File: config.mk
export PLATFORM = sky130hd
export DESIGN_NAME = bus_chain_parent_tracker_flat
export DESIGN_NICKNAME = d
export VERILOG_FILES = /design/src/rtl/bct_pkg.sv /design/src/rtl/bct_if.sv /design/src/rtl/bct_stack.sv /design/src/rtl/bus_chain_parent_tracker.sv /design/src/flat_wrapper.sv
export SDC_FILE = /design/constraint.sdc
export NUM_CORES = 1
export LEC_CHECK = 0
export BUFFER_PORTS_ARGS = -buffer_cell sky130_fd_sc_hd__buf_2
export CAP_MARGIN = 20
export CORE_AREA = 2 2 161 163
export CTS_BUF_LIST = sky130_fd_sc_hd__clkbuf_8
export DETAILED_ROUTE_END_ITERATION = 10
export DIE_AREA = 0 0 163 165
export GPL_TIMING_DRIVEN = 0
export PLACE_DENSITY = 0.87
export SLEW_MARGIN = 0
export SYNTH_ARGS = -nofsm -noshare
export SYNTH_HDL_FRONTEND = slang
export SYNTH_SLANG_ARGS = --single-unit
export TNS_END_PERCENT = 30
File: constraint.sdc
create_clock -name clock -period 8.4 [get_ports clock]
set_clock_uncertainty 0.1 [all_clocks]
set_input_delay 0 -clock clock [delete_from_list [all_inputs] [get_ports clock]]
set_output_delay 0 -clock clock [all_outputs]
set_load 0.02 [all_outputs]
File: src/rtl/bct_pkg.sv
// ----------------------------------------------------------------------------
// Bus chain parent tracker package
// Shared widths, status codes and the stack command and status structs.
// ----------------------------------------------------------------------------
`default_nettype none

package bct_pkg;

   localparam int ADDR_W        = 16;
   localparam int PORTS_W       = 3;
   localparam int STATUS_W      = 2;
   localparam int DEF_STACK_DEPTH = 16;

   typedef logic [ADDR_W-1:0] addr_type;

   typedef enum logic [STATUS_W-1:0] {
      STATUS_OK       = 2'd0,
      STATUS_NO_PORT  = 2'd1,
      STATUS_OVERFLOW = 2'd2
   } status_type;

   typedef struct packed {
      logic       valid;
      logic       clear;
      logic       pop;
      logic [1:0] push_n;
      addr_type   data;
   } stack_cmd_type;

   typedef struct packed {
      addr_type top;
      logic     empty;
      logic     overflow;
   } stack_status_type;

endpackage

`default_nettype wire

File: src/rtl/bct_if.sv
// ----------------------------------------------------------------------------
// Bus chain parent tracker channels
// Valid/ready channels for node beats and parent result beats.
// ----------------------------------------------------------------------------
`default_nettype none

interface bct_req_if
   import bct_pkg::*;
();
   logic               valid;
   logic               ready;
   logic               start_req;
   addr_type           node_address;
   logic [PORTS_W-1:0] open_ports;

   modport source (output valid, output start_req, output node_address,
                   output open_ports, input ready);
   modport sink   (input valid, input start_req, input node_address,
                   input open_ports, output ready);
endinterface

interface bct_rsp_if
   import bct_pkg::*;
();
   logic                valid;
   logic                ready;
   addr_type            node_out;
   addr_type            parent_address;
   logic [STATUS_W-1:0] status;

   modport source (output valid, output node_out, output parent_address,
                   output status, input ready);
   modport sink   (input valid, input node_out, input parent_address,
                   input status, output ready);
endinterface

`default_nettype wire

File: src/rtl/bct_stack.sv
// ----------------------------------------------------------------------------
// Branch point stack
// Two memory banks for even and odd entries, so that two pushes fit in one
// cycle. The entry below the next count is read ahead every cycle, with a
// bypass for an entry written in the same cycle.
// ----------------------------------------------------------------------------
`default_nettype none

module bct_stack
   import bct_pkg::*;
#(
   parameter int STACK_DEPTH = DEF_STACK_DEPTH
) (
   input  wire logic             clock,
   input  wire logic             reset,
   input  wire stack_cmd_type    cmd,
   output      stack_status_type stat
);

   localparam int CW         = $clog2(STACK_DEPTH + 1);
   localparam int BANK_DEPTH = (STACK_DEPTH + 1) / 2;
   localparam int RW         = (BANK_DEPTH > 1) ? $clog2(BANK_DEPTH) : 1;
   localparam logic [CW:0] DEPTH_W = (CW + 1)'(STACK_DEPTH);

   addr_type mem_even [BANK_DEPTH];
   addr_type mem_odd  [BANK_DEPTH];

   logic [CW-1:0] count_ff, count_in;
   addr_type      q_even_ff, q_odd_ff;
   logic          par_ff, par_in;
   logic          hit_ff, hit_in;
   addr_type      byp_ff;

   logic [CW-1:0] c_eff;
   logic [CW-1:0] w1_idx;
   logic [CW-1:0] rd_idx;
   logic [CW-1:0] rd_full;
   logic [RW-1:0] rd_row;
   logic          fit0, fit1, we0, we1;

   assign c_eff  = cmd.clear ? '0 : count_ff;
   assign w1_idx = c_eff + 1'b1;
   assign fit0   = ({1'b0, c_eff} < DEPTH_W);
   assign fit1   = ({1'b0, c_eff} + 1'b1 < DEPTH_W);
   assign we0    = cmd.valid && !cmd.pop && (cmd.push_n != 2'd0) && fit0;
   assign we1    = cmd.valid && !cmd.pop && (cmd.push_n == 2'd2) && fit1;

   always_comb begin
      if (!cmd.valid) begin
         count_in = count_ff;
      end else if (cmd.pop) begin
         count_in = (c_eff != '0) ? c_eff - 1'b1 : '0;
      end else begin
         count_in = c_eff + CW'(we0) + CW'(we1);
      end
   end

   assign rd_idx  = count_in - 1'b1;
   assign rd_full = rd_idx >> 1;
   assign rd_row  = (rd_full < CW'(BANK_DEPTH)) ? RW'(rd_full) : '0;
   assign par_in  = rd_idx[0];
   assign hit_in  = cmd.valid && !cmd.pop && (count_in != c_eff);

   always_ff @(posedge clock) begin
      if (we0 && !c_eff[0]) begin
         mem_even[RW'(c_eff >> 1)] <= cmd.data;
      end else if (we1 && !w1_idx[0]) begin
         mem_even[RW'(w1_idx >> 1)] <= cmd.data;
      end
      if (we0 && c_eff[0]) begin
         mem_odd[RW'(c_eff >> 1)] <= cmd.data;
      end else if (we1 && w1_idx[0]) begin
         mem_odd[RW'(w1_idx >> 1)] <= cmd.data;
      end
      q_even_ff <= mem_even[rd_row];
      q_odd_ff  <= mem_odd[rd_row];
   end

   always_ff @(posedge clock) begin
      if (reset) begin
         count_ff <= '0;
         hit_ff   <= 1'b0;
      end else begin
         count_ff <= count_in;
         hit_ff   <= hit_in;
      end
      par_ff <= par_in;
      byp_ff <= cmd.data;
   end

   always_comb begin
      stat.top      = hit_ff ? byp_ff : (par_ff ? q_odd_ff : q_even_ff);
      stat.empty    = (c_eff == '0);
      stat.overflow = !cmd.pop && (((cmd.push_n != 2'd0) && !fit0) ||
                                   ((cmd.push_n == 2'd2) && !fit1));
   end

endmodule

`default_nettype wire

File: src/rtl/bus_chain_parent_tracker.sv
// The result beat of an accepted node beat is registered and shown in the next cycle.
// Throughput: one node per cycle unless the receiver stalls; the stack pop reads the
// top entry that the two-bank stack memory fetched ahead in the previous cycle.
// A result waiting in the output register holds off the next node only while
// the receiver stalls. Reset is synchronous, active high: it empties the
// stack, clears the last node and drops any pending result; no stack entry is cleared.
// ----------------------------------------------------------------------------
// Bus chain parent tracker
// Reports the parent address of each node of a bus scan.
// ----------------------------------------------------------------------------
`default_nettype none

module bus_chain_parent_tracker
   import bct_pkg::*;
#(
   parameter int STACK_DEPTH = DEF_STACK_DEPTH
) (
   input wire logic clock,
   input wire logic reset,
   bct_req_if.sink  req_ch,
   bct_rsp_if.source rsp_ch
);

   stack_cmd_type    cmd;
   stack_status_type stat;

   logic       accept;
   logic       no_port;
   addr_type   parent;
   addr_type   last_ff, last_in;
   logic       rsp_valid_ff;
   addr_type   node_ff, parent_ff;
   status_type status_ff, status_in;

   assign req_ch.ready = !reset && (!rsp_valid_ff || rsp_ch.ready);
   assign accept       = req_ch.valid && req_ch.ready;
   assign no_port      = (req_ch.open_ports == '0);
   assign parent       = req_ch.start_req ? req_ch.node_address : last_ff;

   always_comb begin
      cmd.valid = accept && !no_port;
      cmd.clear = req_ch.start_req;
      cmd.pop   = (req_ch.open_ports == PORTS_W'(1));
      cmd.data  = req_ch.node_address;
      if (req_ch.open_ports == PORTS_W'(3)) begin
         cmd.push_n = 2'd1;
      end else if (req_ch.open_ports >= PORTS_W'(4)) begin
         cmd.push_n = 2'd2;
      end else begin
         cmd.push_n = 2'd0;
      end
   end

   bct_stack #(
      .STACK_DEPTH (STACK_DEPTH)
   ) u_stack (
      .clock (clock),
      .reset (reset),
      .cmd   (cmd),
      .stat  (stat)
   );

   always_comb begin
      if (!cmd.valid) begin
         last_in = last_ff;
      end else if (cmd.pop && !stat.empty) begin
         last_in = stat.top;
      end else begin
         last_in = req_ch.node_address;
      end
   end

   always_comb begin
      if (no_port) begin
         status_in = STATUS_NO_PORT;
      end else if (stat.overflow) begin
         status_in = STATUS_OVERFLOW;
      end else begin
         status_in = STATUS_OK;
      end
   end

   always_ff @(posedge clock) begin
      if (reset) begin
         last_ff      <= '0;
         rsp_valid_ff <= 1'b0;
      end else begin
         last_ff <= last_in;
         if (accept) begin
            rsp_valid_ff <= 1'b1;
         end else if (rsp_ch.ready) begin
            rsp_valid_ff <= 1'b0;
         end
      end
      if (accept) begin
         node_ff   <= req_ch.node_address;
         parent_ff <= parent;
         status_ff <= status_in;
      end
   end

   assign rsp_ch.valid          = rsp_valid_ff;
   assign rsp_ch.node_out       = node_ff;
   assign rsp_ch.parent_address = parent_ff;
   assign rsp_ch.status         = status_ff;

endmodule

`default_nettype wire
File: src/flat_wrapper.sv
// flat-port wrapper written by rule: the top's interface ports become plain ports
module bus_chain_parent_tracker_flat import bct_pkg::*;
#(
   parameter int STACK_DEPTH = DEF_STACK_DEPTH
)
  (clock, reset, req_ch_valid, req_ch_start_req, req_ch_node_address, req_ch_open_ports, req_ch_ready, rsp_ch_valid, rsp_ch_node_out, rsp_ch_parent_address, rsp_ch_status, rsp_ch_ready);
  bct_req_if req_ch_i ();
  bct_rsp_if rsp_ch_i ();
  input wire logic clock;
  input wire logic reset;
  input wire logic [$bits(req_ch_i.valid)-1:0] req_ch_valid;
  input wire logic [$bits(req_ch_i.start_req)-1:0] req_ch_start_req;
  input wire logic [$bits(req_ch_i.node_address)-1:0] req_ch_node_address;
  input wire logic [$bits(req_ch_i.open_ports)-1:0] req_ch_open_ports;
  output wire logic [$bits(req_ch_i.ready)-1:0] req_ch_ready;
  output wire logic [$bits(rsp_ch_i.valid)-1:0] rsp_ch_valid;
  output wire logic [$bits(rsp_ch_i.node_out)-1:0] rsp_ch_node_out;
  output wire logic [$bits(rsp_ch_i.parent_address)-1:0] rsp_ch_parent_address;
  output wire logic [$bits(rsp_ch_i.status)-1:0] rsp_ch_status;
  input wire logic [$bits(rsp_ch_i.ready)-1:0] rsp_ch_ready;
  assign req_ch_i.valid = req_ch_valid;
  assign req_ch_i.start_req = req_ch_start_req;
  assign req_ch_i.node_address = req_ch_node_address;
  assign req_ch_i.open_ports = req_ch_open_ports;
  assign req_ch_ready = req_ch_i.ready;
  assign rsp_ch_valid = rsp_ch_i.valid;
  assign rsp_ch_node_out = rsp_ch_i.node_out;
  assign rsp_ch_parent_address = rsp_ch_i.parent_address;
  assign rsp_ch_status = rsp_ch_i.status;
  assign rsp_ch_i.ready = rsp_ch_ready;
  bus_chain_parent_tracker #(.STACK_DEPTH(STACK_DEPTH)) u_core (.clock(clock), .reset(reset), .req_ch(req_ch_i), .rsp_ch(rsp_ch_i));
endmodule
==> metrics.cfg, run 1 <==
[logic_synthesis]
synth_edf_count = 290
synth_flop_cell = edfxtp_1
syn_nets = 1009
synth_top_area_share_pct = 59.6
async_reset_ff_share_pct = 0
synth_area_leaders = edfxtp_1 60%, dfxtp_1 9.9%, mux2i_1 5.6%, mux2_2 3.7%, o31ai_1 3.3%
ys_seq_area_share_pct = 69.5
synth_area_per_cell_sq_um = 14.9
synth.cell_area_sq_um = 14600
postSynthCellCount = 978
ys_warn_count = 0
ys_seq_elements = 362
ys_types = 64
synth_top_cell_by_area = edfxtp_1

[setup_path]
path_max_fanout = 10
path_cells = clkbuf_1, inv_1, nor2_1, ha_1, nand2_1, nor2_1, o21ai_0, nand3_1, inv_1, fa_1, ha_1, nor2_1, nor3_1, o32ai_1, ha_1, clkbuf_1, clkbuf_1, clkbuf_1, o31ai_1, mux2_2, a222oi_1
worstSetupPathType = register to register
max_stage_delay_ns = 0.59
crit_buf_inv = 6
crit_family = buffers and inverters
cp-end-kind = register
cp-start-kind = register
crit_arrival_ns = 6.82
cp_slowest_cell = o32ai_1
cp.required_ns = 8.73
crit_top_cell = clkbuf_1

[route]
detail-route-antenna-nets = 0
drc = 0
firstDrtPassIters = 6
routed_wl_microns = 34900
num_vias = 9239
drt_iter0_drc = 1307
post_drt_wl_per_cell_microns = 23.2
vias_per_cell = 6.13

[clock_tree]
path_clk_slew_ns = 0.06
cts_buffer_depth = 3
cts_root_buf = clkbuf_8
cts.repair.resized = 0
cts_sinks = 362
htree_levels = 2
cts_made_buffers = 54
worstSkewPairLatency_ns = 0.59
cts_tree = done

[floorplanning]
die_h_microns = 165
die_area_sq_um = 26900
initial_core_util_pct = 58.3
rows = 58
die_width_microns = 163
core_area_sq_um = 25000
num_io_pins = 60

[placed_design]
pre_cts_slack_ns = 2.11
globalplace.congestion = 0.899
portBuffers = 58
place_hpwl_microns = 22800

[pwr]
p_total_mw = 4.08
p_leak_nw = 5.94
p_per_area_nw_per_um2 = 242
ir_drop_uv = 172

[global_routing]
grt_overflow = 0
grt_use_total_pct = 26.3
grt_pass1_wl_microns = 52300
antenna_found_initial = 1
grt_pass1_vias = 9385
grt_max_degree = 27

[final_layout]
n_fill_cell = 1658
fin_nets = 1161
final_cell_mix = 290 x edfxtp_1, 81 x mux2i_1, 72 x dfxtp_1
final_util_pct = 67.2
area_growth_pct = 15.2
drive_above_1_share_pct = 20.8
final_common_cell = edfxtp_1

[timing]
report.final.setup_viol = 0
rsz0062_at_grt = no
tns_ns = 0
worstMarginPinSlew_ns = 1.03
period_share_pct = 77.3
relSlewSlack_pct = 31.1
clock.fmax_mhz = 154
worst_slack_ns = 1.91
drv_slew = 0
period_needed_ns = 6.49
hold_viol = 0
whs_ns = 0.0762

[status]
status = finished clean

[run]
drv_cap = 0

[worst_hold_path]
hold_class = primary input to register

## through the flow
| stage | instances | cell area [sq um] |
|---|---|---|
| after detailed placement | 1381 | 15500 |
| final | 1507 | 16800 |
| after global placement | 1366 | 15300 |
| after floorplan | 978 | 14600 |
| after CTS | 1505 | 16800 |
| after global routing | 1505 | 16800 |
## worst register-to-register path, stage by stage, from the launching register on
cell      delay (ns)
dfxtp_1         0.31
clkbuf_1        0.42
inv_1           0.13
nor2_1          0.27
ha_1            0.26
nand2_1         0.07
nor2_1          0.18
o21ai_0         0.11
nand3_1         0.13
inv_1           0.11
fa_1            0.44
ha_1            0.32
nor2_1          0.14
nor3_1          0.09
o32ai_1         0.59
ha_1            0.36
clkbuf_1        0.51
clkbuf_1        0.48
clkbuf_1        0.47
o31ai_1         0.19
mux2_2          0.31
a222oi_1        0.37
## Yosys cell counts, types with 2 or more instances
master      n
buf_1       4
nor3_1     16
mux2i_1    81
buf_4       2
nor3_2      2
nor2b_1     4
o32ai_1     2
mux2_2     48
nand2b_1   67
inv_1       8
xnor2_1     6
nand4_1     4
a222oi_1   32
a21oi_1    25
dfxtp_1    72
buf_2       9
and3_1      2
o31ai_1    65
xor2_1      2
o21ai_0    26
clkbuf_1   38
o211ai_1   17
buf_6      10
nand3_1     7
nor2_1     59
nand2_1    38
ha_1        6
edfxtp_1  290
## sequential cells by signal, summed over array words and instances, names as in the netlist, 16 cells and up
register / count
u_core.u_stack.q_odd_ff: 16
u_core.u_stack.byp_ff: 16
u_core.last_ff: 16
u_core.u_stack.mem_odd: 128
u_core.rsp_ch.parent_address: 16
u_core.u_stack.q_even_ff: 16
u_core.u_stack.mem_even: 128
u_core.rsp_ch.node_out: 16
## path summary, 6_finish.rpt
| path | from | endpoint | slack (ns) | cells after the start |
|---|---|---|---|---|
| setup / recovery | u_core.u_stack.count_ff[1]$_SDFF_PP0_ | u_core.u_stack.q_even_ff[3]$_DFF_P_ | 1.91 | 21 |
| hold / removal | req_ch_start_req | u_core.u_stack.hit_ff$_SDFF_PP0_ | 0.08 | 6 |
| setup reg to reg | u_core.u_stack.count_ff[1]$_SDFF_PP0_ | u_core.u_stack.q_even_ff[3]$_DFF_P_ | 1.91 | 21 |
| hold reg to reg | u_core.last_ff[11]$_SDFFE_PP0N_ | u_core.last_ff[11]$_SDFFE_PP0N_ | 0.42 | 2 |
## cell type report
| cell class | instances | area [sq um] | share of cell area (%) |
|---|---|---|---|
| Sequential cell | 362 | 10100 | 60.3 |
| Multi-Input combinational cell | 542 | 4110 | 24.4 |
| Clock inverter | 38 | 196 | 1.17 |
| Inverter | 9 | 33.8 | 0.201 |
| Timing Repair Buffer | 96 | 694 | 4.13 |
| Buffer | 65 | 355 | 2.11 |
| Tap cell | 330 | 413 | 2.45 |
| Antenna cell | 2 | 5.00 | 0.0297 |
| Clock buffer | 63 | 867 | 5.15 |
## power by group
group	switching, mW	internal, mW	leakage (nW)	total, mW
clock network	0.654	0.717	0.621	1.37
logic	0.399	0.253	2.09	0.653
registers	0.0424	2.01	3.23	2.06
total	1.10	2.98	5.94	4.08
## what timing repair did
action                                 CTS  global route
hold buffers                            23             0
endpoints found under the hold margin  312             0
setup buffers                            0             0
## cell families after synthesis
group,share of synthesized area (%)
buffers and inverters,2.66
and+or+nand+nor,7.50
DFF,69.5
AOI/OAI and AO/OA,9.54
xor gates and xnor gates,0.668
muxes,9.41
adders and majority gates,0.720
## metal layers
metal / up-vias / share of wire [%] / global-route usage [%]
li1: 4109 / - / -
met1: 4525 / 39 / 34.4
met2: 512 / 48 / 43.6
met3: 91 / 9.3 / 4.95
met4: 2 / 3.4 / 10.7
met5: - / 0.037 / 0
(Power assumes the default switching activity.)
==> run 2: changes to the inputs <==
Settings changed: CORE_AREA 2 2 161 163 to 2 2 162 164, DIE_AREA 0 0 163 165 to 0 0 164 166, PLACE_DENSITY 0.87 to 0.89.
Clock period 8.4 ns to 5.8 ns, I/O delays scaled along.
==> run 2 against run 1 <==
  * Final area fell by 0.14%
  * Utilization is 1.6 points lower
  * Cell count stayed put
  * Routed wire length grew 3.5%
  * Combinational power increased by 46%
  * Critical path type unchanged
  * Critical endpoint is now u_core.u_stack.q_even_ff[2]$_DFF_P_
  * Largest cell class unchanged
==> metrics.cfg, run 2 (synthesis results as in run 1) <==
[timing]
report.final.setup_viol = 0  ; unchanged
hold_viol = 0  ; unchanged
period_needed_ns = 5.50  ; -0.993 ns
period_share_pct = 94.8  ; +18 points
relSlewSlack_pct = 30.1  ; -1.0 points
whs_ns = 0.0809  ; +0.00471 ns
rsz0062_at_grt = no
worstMarginPinSlew_ns = 1.05  ; +0.0152 ns
drv_slew = 0  ; unchanged
clock.fmax_mhz = 182  ; +18%
worst_slack_ns = 0.301  ; -1.61 ns

[final_layout]
reg_top3 = u_core.u_stack.mem_even: 128 flops, u_core.u_stack.mem_odd: 128 flops
drive_above_1_share_pct = 20.8  ; +0.053 points
n_fill_cell = 1675  ; +1.0%
antenna_cells = 0  ; -2
regArea_sq_um = 10200  ; about the same
fin_nets = 1159  ; -0.17%
final_cell_mix = 290 x edfxtp_1, 81 x mux2i_1, 71 x dfxtp_1
final_common_cell = edfxtp_1
multi_input_area_sq_um = 4130  ; +0.37%
final_util_pct = 65.6  ; -1.6 points
area_growth_pct = 15.0

[clock_tree]
cts_sinks = 362  ; unchanged
cts_buffer_depth = 3  ; unchanged
htree_levels = 2  ; unchanged
cts_root_buf = clkbuf_8
cts_made_buffers = 54  ; unchanged
worstSkewPairLatency_ns = 0.59  ; about the same
cts_setup_buffers = 0  ; unchanged
cts_tree = done
path_clk_slew_ns = 0.06  ; about the same

[placed_design]
globalplace.congestion = 0.910  ; +1.1%
portBuffers = 58  ; unchanged
pre_cts_slack_ns = -0.404  ; -2.51 ns
place_hpwl_microns = 23200  ; +1.8%

[setup_path]
path_max_fanout = 10  ; unchanged
worstSetupPathType = register to register
cp-start-kind = register
cp.required_ns = 6.15  ; -2.58 ns
reg2regPathDepth = 21  ; unchanged
r2r_slack_ns = 0.30  ; -1.61 ns
crit_arrival_ns = 5.85  ; -0.97 ns
r2r-end = u_core.u_stack.q_even_ff[2]$_DFF_P_
crit_end = u_core.u_stack.q_even_ff[2]$_DFF_P_
r2r_start = u_core.u_stack.count_ff[0]$_SDFF_PP0_
startpoint = u_core.u_stack.count_ff[0]$_SDFF_PP0_
cp-end-kind = register

[route]
num_vias = 9344  ; +1.1%
vias_per_cell = 6.20  ; +1.1%
post_drt_wl_per_cell_microns = 24.0  ; +3.5%
drt_iter0_drc = 1167  ; -11%
firstDrtPassIters = 6  ; unchanged
detail-route-antenna-nets = 0  ; unchanged
drc = 0  ; unchanged
routed_wl_microns = 36100  ; +3.5%

[worst_hold_path]
hold_class = primary input to register

[floorplanning]
initial_core_util_pct = 57.0  ; -1.3 points
die_h_microns = 166  ; +0.61%
die_area_sq_um = 27200  ; +1.2%
num_io_pins = 60  ; unchanged
die_width_microns = 164  ; +0.61%
rows = 59  ; +1.7%
core_area_sq_um = 25600  ; +2.3%

[status]
status = finished clean

[global_routing]
grt_pass1_wl_microns = 54800  ; +4.8%
antenna_found_initial = 0  ; -1
grt_overflow = 0  ; unchanged
grt_max_degree = 26  ; -3.7%
grt_use_total_pct = 26.9  ; +0.69 points
grt_pass1_vias = 9713  ; +3.5%

[pwr]
p_per_area_nw_per_um2 = 351  ; +45%
ir_drop_uv = 230  ; +34%
p_leak_nw = 5.93  ; -0.19%

[run]
drv_cap = 0  ; unchanged

run 2: how the worst min path moves through the flow:
stage / endpoint / slack (ns) / start / cells after the start
3_3_place_gp: u_core.u_stack.count_ff[1]$_SDFF_PP0_ / 0.16 / reset / 2
6_report: u_core.rsp_ch.status[1]$_SDFFCE_PP0N_ / 0.08 / req_ch_start_req / 5
4_1_cts: u_core.rsp_ch.status[1]$_SDFFCE_PP0N_ / 0.05 / req_ch_start_req / 5
3_5_place_dp: u_core.u_stack.count_ff[1]$_SDFF_PP0_ / 0.16 / reset / 2
2_1_floorplan: u_core.u_stack.byp_ff[0]$_DFF_P_ / -0.07 / req_ch_node_address[0] / 0
5_1_grt: u_core.rsp_ch.status[1]$_SDFFCE_PP0N_ / 0.11 / req_ch_start_req / 5
run 2: cell type report:
type	instances	share of cell area, %
buffer	62	2.06
clock buffer	60	4.91
clock inverter	40	1.16
inverter	9	0.201
multi-input combinational	542	24.6
sequential	362	60.4
tap	335	2.49
timing repair buffer	97	4.19
run 2: worst max-delay path, stage by stage, from the launching register on:
cell	delay [ns]
dfxtp_1	0.49
nor2b_1	0.17
clkbuf_2	0.24
ha_1	0.24
nand2_1	0.07
nor2_1	0.16
o21ai_0	0.10
nand3_1	0.13
inv_1	0.12
fa_1	0.44
ha_1	0.31
nor2_1	0.14
nor3_1	0.09
o32ai_2	0.44
ha_2	0.33
o221ai_1	0.20
a211oi_2	0.36
xnor2_4	0.29
buf_6	0.23
o31ai_1	0.08
mux2_2	0.30
a222oi_1	0.32
run 2: what timing repair did:
item                                    4_1_cts  5_1_grt
endpoints found under the setup margin       32       32
resized for setup                             3        3
hold buffers                                 24        0
endpoints found under the hold margin       316        0
run 2: report_power, final:
part	switching [mW]	internal (mW)	leakage (nW)
Sequential	0.0626	2.92	3.23
Clock	0.962	0.993	0.597
Combinational	0.586	0.369	2.10
run 2: per-stage QoR:
step | cell area, sq um | setup TNS, ns | cells | total power [mW]
2_1_floorplan | 14600 | 0 | 978 | 3.62
3_3_place_gp | 15300 | -7.09 | 1371 | 3.90
3_5_place_dp | 15500 | -8.34 | 1386 | 3.94
4_1_cts | 16800 | 0 | 1509 | 5.88
5_1_grt | 16800 | 0 | 1507 | 6.07
6_report | 16800 | 0 | 1507 | 5.89
run 2: metal layers:
metal | GRT usage, % | share of wire, %
met1 | 34.5 | 38
met2 | 44.5 | 50
met3 | 4.82 | 8.1
met4 | 12.9 | 4.5
met5 | 0 | 0
==> run 3: changes to the inputs <==
Settings changed: RECOVER_POWER set to 25.
==> run 3 against run 2 <==
  * Register-to-register slack hardly changed
  * Cell count hardly changed
  * Non-clock buffer count stayed put
  * First-iteration DRC count is 8.7% higher
  * Fmax is 0.14% lower
  * Routed wire length is 0.12% higher
  * Sequential share of layout area is 0.063 points higher
  * Final area is 0.10% lower
  * Via count is 0.43% higher
  * Clock power hardly changed
  * Count of clock-buffer cells in the layout stayed put
  * Largest cell class unchanged
  * Highest routed layer unchanged
==> metrics.cfg, run 3 (synthesis results as in run 1) <==
[global_routing]
grt_max_degree = 26  ; unchanged
grt_use_total_pct = 26.9  ; unchanged
grt_pass1_wl_microns = 54800  ; unchanged
grt_overflow = 0  ; unchanged
grt_pass1_vias = 9713  ; unchanged
antenna_found_initial = 0  ; unchanged

[placed_design]
portBuffers = 58  ; unchanged
placed_cells = 1386  ; unchanged
place_hpwl_microns = 23200  ; unchanged
placed_area_sq_um = 15500  ; unchanged
globalplace.congestion = 0.910  ; unchanged

[setup_path]
worstSetupPathType = register to register
cp.required_ns = 6.15  ; about the same
r2r_slack_ns = 0.29  ; about the same
cp-end-kind = register
r2r_start = u_core.u_stack.count_ff[0]$_SDFF_PP0_
reg2regPathDepth = 21  ; unchanged
cp-start-kind = register
crit_arrival_ns = 5.85  ; about the same
path_max_fanout = 10  ; unchanged
r2r-end = u_core.u_stack.q_even_ff[2]$_DFF_P_

[route]
num_vias = 9384  ; +0.43%
drt_iter0_drc = 1268  ; +8.7%
drc = 0  ; unchanged
detail-route-antenna-nets = 0  ; unchanged
routed_wl_microns = 36200  ; +0.12%
firstDrtPassIters = 10  ; +4
vias_per_cell = 6.22  ; +0.36%
post_drt_wl_per_cell_microns = 24.0  ; about the same

[final_layout]
layout.cells.non_filler = 1508  ; +0.066%
final_cell_area_sq_um = 16800  ; -0.10%
reg_top3 = u_core.u_stack.mem_even: 128 flops, u_core.u_stack.mem_odd: 128 flops
final_cell_mix = 290 x edfxtp_1, 81 x mux2i_1, 71 x dfxtp_1
fin_nets = 1159  ; unchanged
drive_above_1_share_pct = 19.5  ; -1.4 points
final_common_cell = edfxtp_1
area_growth_pct = 14.9

[floorplanning]
die_area_sq_um = 27200  ; unchanged
initial_core_util_pct = 57.0  ; unchanged
rows = 59  ; unchanged
die_h_microns = 166  ; unchanged
core_area_sq_um = 25600  ; unchanged
die_width_microns = 164  ; unchanged
num_io_pins = 60  ; unchanged

[clock_tree]
cts_made_buffers = 54  ; unchanged
path_clk_slew_ns = 0.06  ; about the same
htree_levels = 2  ; unchanged
cts_sinks = 362  ; unchanged
worstSkewPairLatency_ns = 0.59  ; about the same
cts_root_buf = clkbuf_8
cts_buffer_depth = 3  ; unchanged
cts_tree = done

[run]
drv_cap = 0  ; unchanged

[pwr]
seqPwrFrac_pct = 50.6  ; about the same
ir_drop_uv = 230  ; about the same
p_clk_share_pct = 33.2  ; about the same
p_total_mw = 5.89  ; about the same
switching_share_pct = 27.3  ; about the same
p_leak_nw = 5.88  ; -0.74%
p_per_area_nw_per_um2 = 351  ; about the same
pwr-share-comb_pct = 16.2  ; about the same
p_int_mw = 4.28  ; about the same
switchingPower_mw = 1.61  ; about the same

[timing]
period_needed_ns = 5.51  ; +0.00791 ns
period_share_pct = 94.9  ; +0.14 points
tns_ns = 0  ; unchanged
clock.fmax_mhz = 182  ; -0.14%
worstMarginPinSlew_ns = 1.32  ; +0.270 ns
relSlewSlack_pct = 12.2  ; -18 points
rsz0062_at_grt = no
report.final.setup_viol = 0  ; unchanged
drv_slew = 0  ; unchanged
whs_ns = 0.0861  ; +0.00520 ns
hold_viol = 0  ; unchanged

[status]
status = finished clean

[worst_hold_path]
hold_class = primary input to register
holdPathStages = 5  ; unchanged
min_to = u_core.rsp_ch.status[1]$_SDFFCE_PP0N_
hp-start = req_ch_start_req

[run 3: cell types whose count changed in the layout (fill, tap and decap cells not counted)]
cell      previous run  this run
buf_2               67        51
diode_2              0         1
clkbuf_1            33        49
[run 3: power groups by stage]
| stage | logic, mW | registers (mW) | clock network (mW) |
|---|---|---|---|
| after detailed placement | 0.921 | 3.02 | 0 |
| after CTS | 0.945 | 2.97 | 1.96 |
| after floorplan | 0.611 | 3.01 | 0 |
| after global placement | 0.876 | 3.02 | 0 |
| after global routing | 1.01 | 2.99 | 2.07 |
| final | 0.955 | 2.98 | 1.95 |
[run 3: area by class of cell]
cell class                 count  area (sq um)
sequential                   362         10200
fill                        1683          8830
multi-input combinational    542          4130
clock buffer                  60           826
timing repair buffer          97           684
tap                          335           419
buffer                        62           347
clock inverter                40           195
inverter                       9          33.8
antenna                        1          2.50
[run 3: metal layers]
metal / global-route usage, % / part of all wire, % / up-vias
met5: 0 / 0 / -
met4: 12.9 / 4.6 / 0
met3: 4.82 / 8.1 / 132
met2: 44.5 / 49 / 543
met1: 34.5 / 38 / 4610
li1: - / - / 4099
[run 3: worst max-delay path by stage]
stage / from / slack [ns] / to
floorplan: u_core.rsp_ch.valid$_SDFFE_PP0P_ / 1.07 / u_core.u_stack.q_even_ff[0]$_DFF_P_
global placement: u_core.rsp_ch.valid$_SDFFE_PP0P_ / -0.36 / u_core.u_stack.q_even_ff[4]$_DFF_P_
detailed placement: u_core.u_stack.count_ff[1]$_SDFF_PP0_ / -0.40 / u_core.u_stack.q_even_ff[4]$_DFF_P_
CTS: u_core.u_stack.count_ff[1]$_SDFF_PP0_ / 0.09 / u_core.u_stack.q_even_ff[2]$_DFF_P_
global route: u_core.u_stack.count_ff[0]$_SDFF_PP0_ / 0.0003 / u_core.u_stack.q_even_ff[4]$_DFF_P_
finish: u_core.u_stack.count_ff[0]$_SDFF_PP0_ / 0.29 / u_core.u_stack.q_even_ff[2]$_DFF_P_
[run 3: metrics by stage]
stage,worst slack [ns],utilization (%)
after floorplan,1.07,-
after detailed placement,-0.404,60.6
final,0.294,65.5
after global placement,-0.359,59.8
after CTS,0.0906,65.6
after global routing,0.000326,65.5
[run 3: worst max-delay path, stage by stage, from the launching register on]
cell and delay, ns:
dfxtp_1 0.49, nor2b_1 0.17, clkbuf_2 0.24, ha_1 0.24
nand2_1 0.07, nor2_1 0.16, o21ai_0 0.10, nand3_1 0.13
inv_1 0.12, fa_1 0.44, ha_1 0.31, nor2_1 0.14
nor3_1 0.09, o32ai_2 0.44, ha_2 0.33, o221ai_1 0.19
a211oi_2 0.36, xnor2_4 0.29, buf_6 0.23, o31ai_1 0.09
mux2_2 0.30, a222oi_1 0.33
[run 3: timing repair]
action                                  in CTS  in global routing
cloned                                       0                  0
resized for setup                            3                  3
hold buffers                                24                  0
endpoints found under the setup margin      32                 32
buffers inserted                             0                  0
hold endpoints to repair                   316                  0
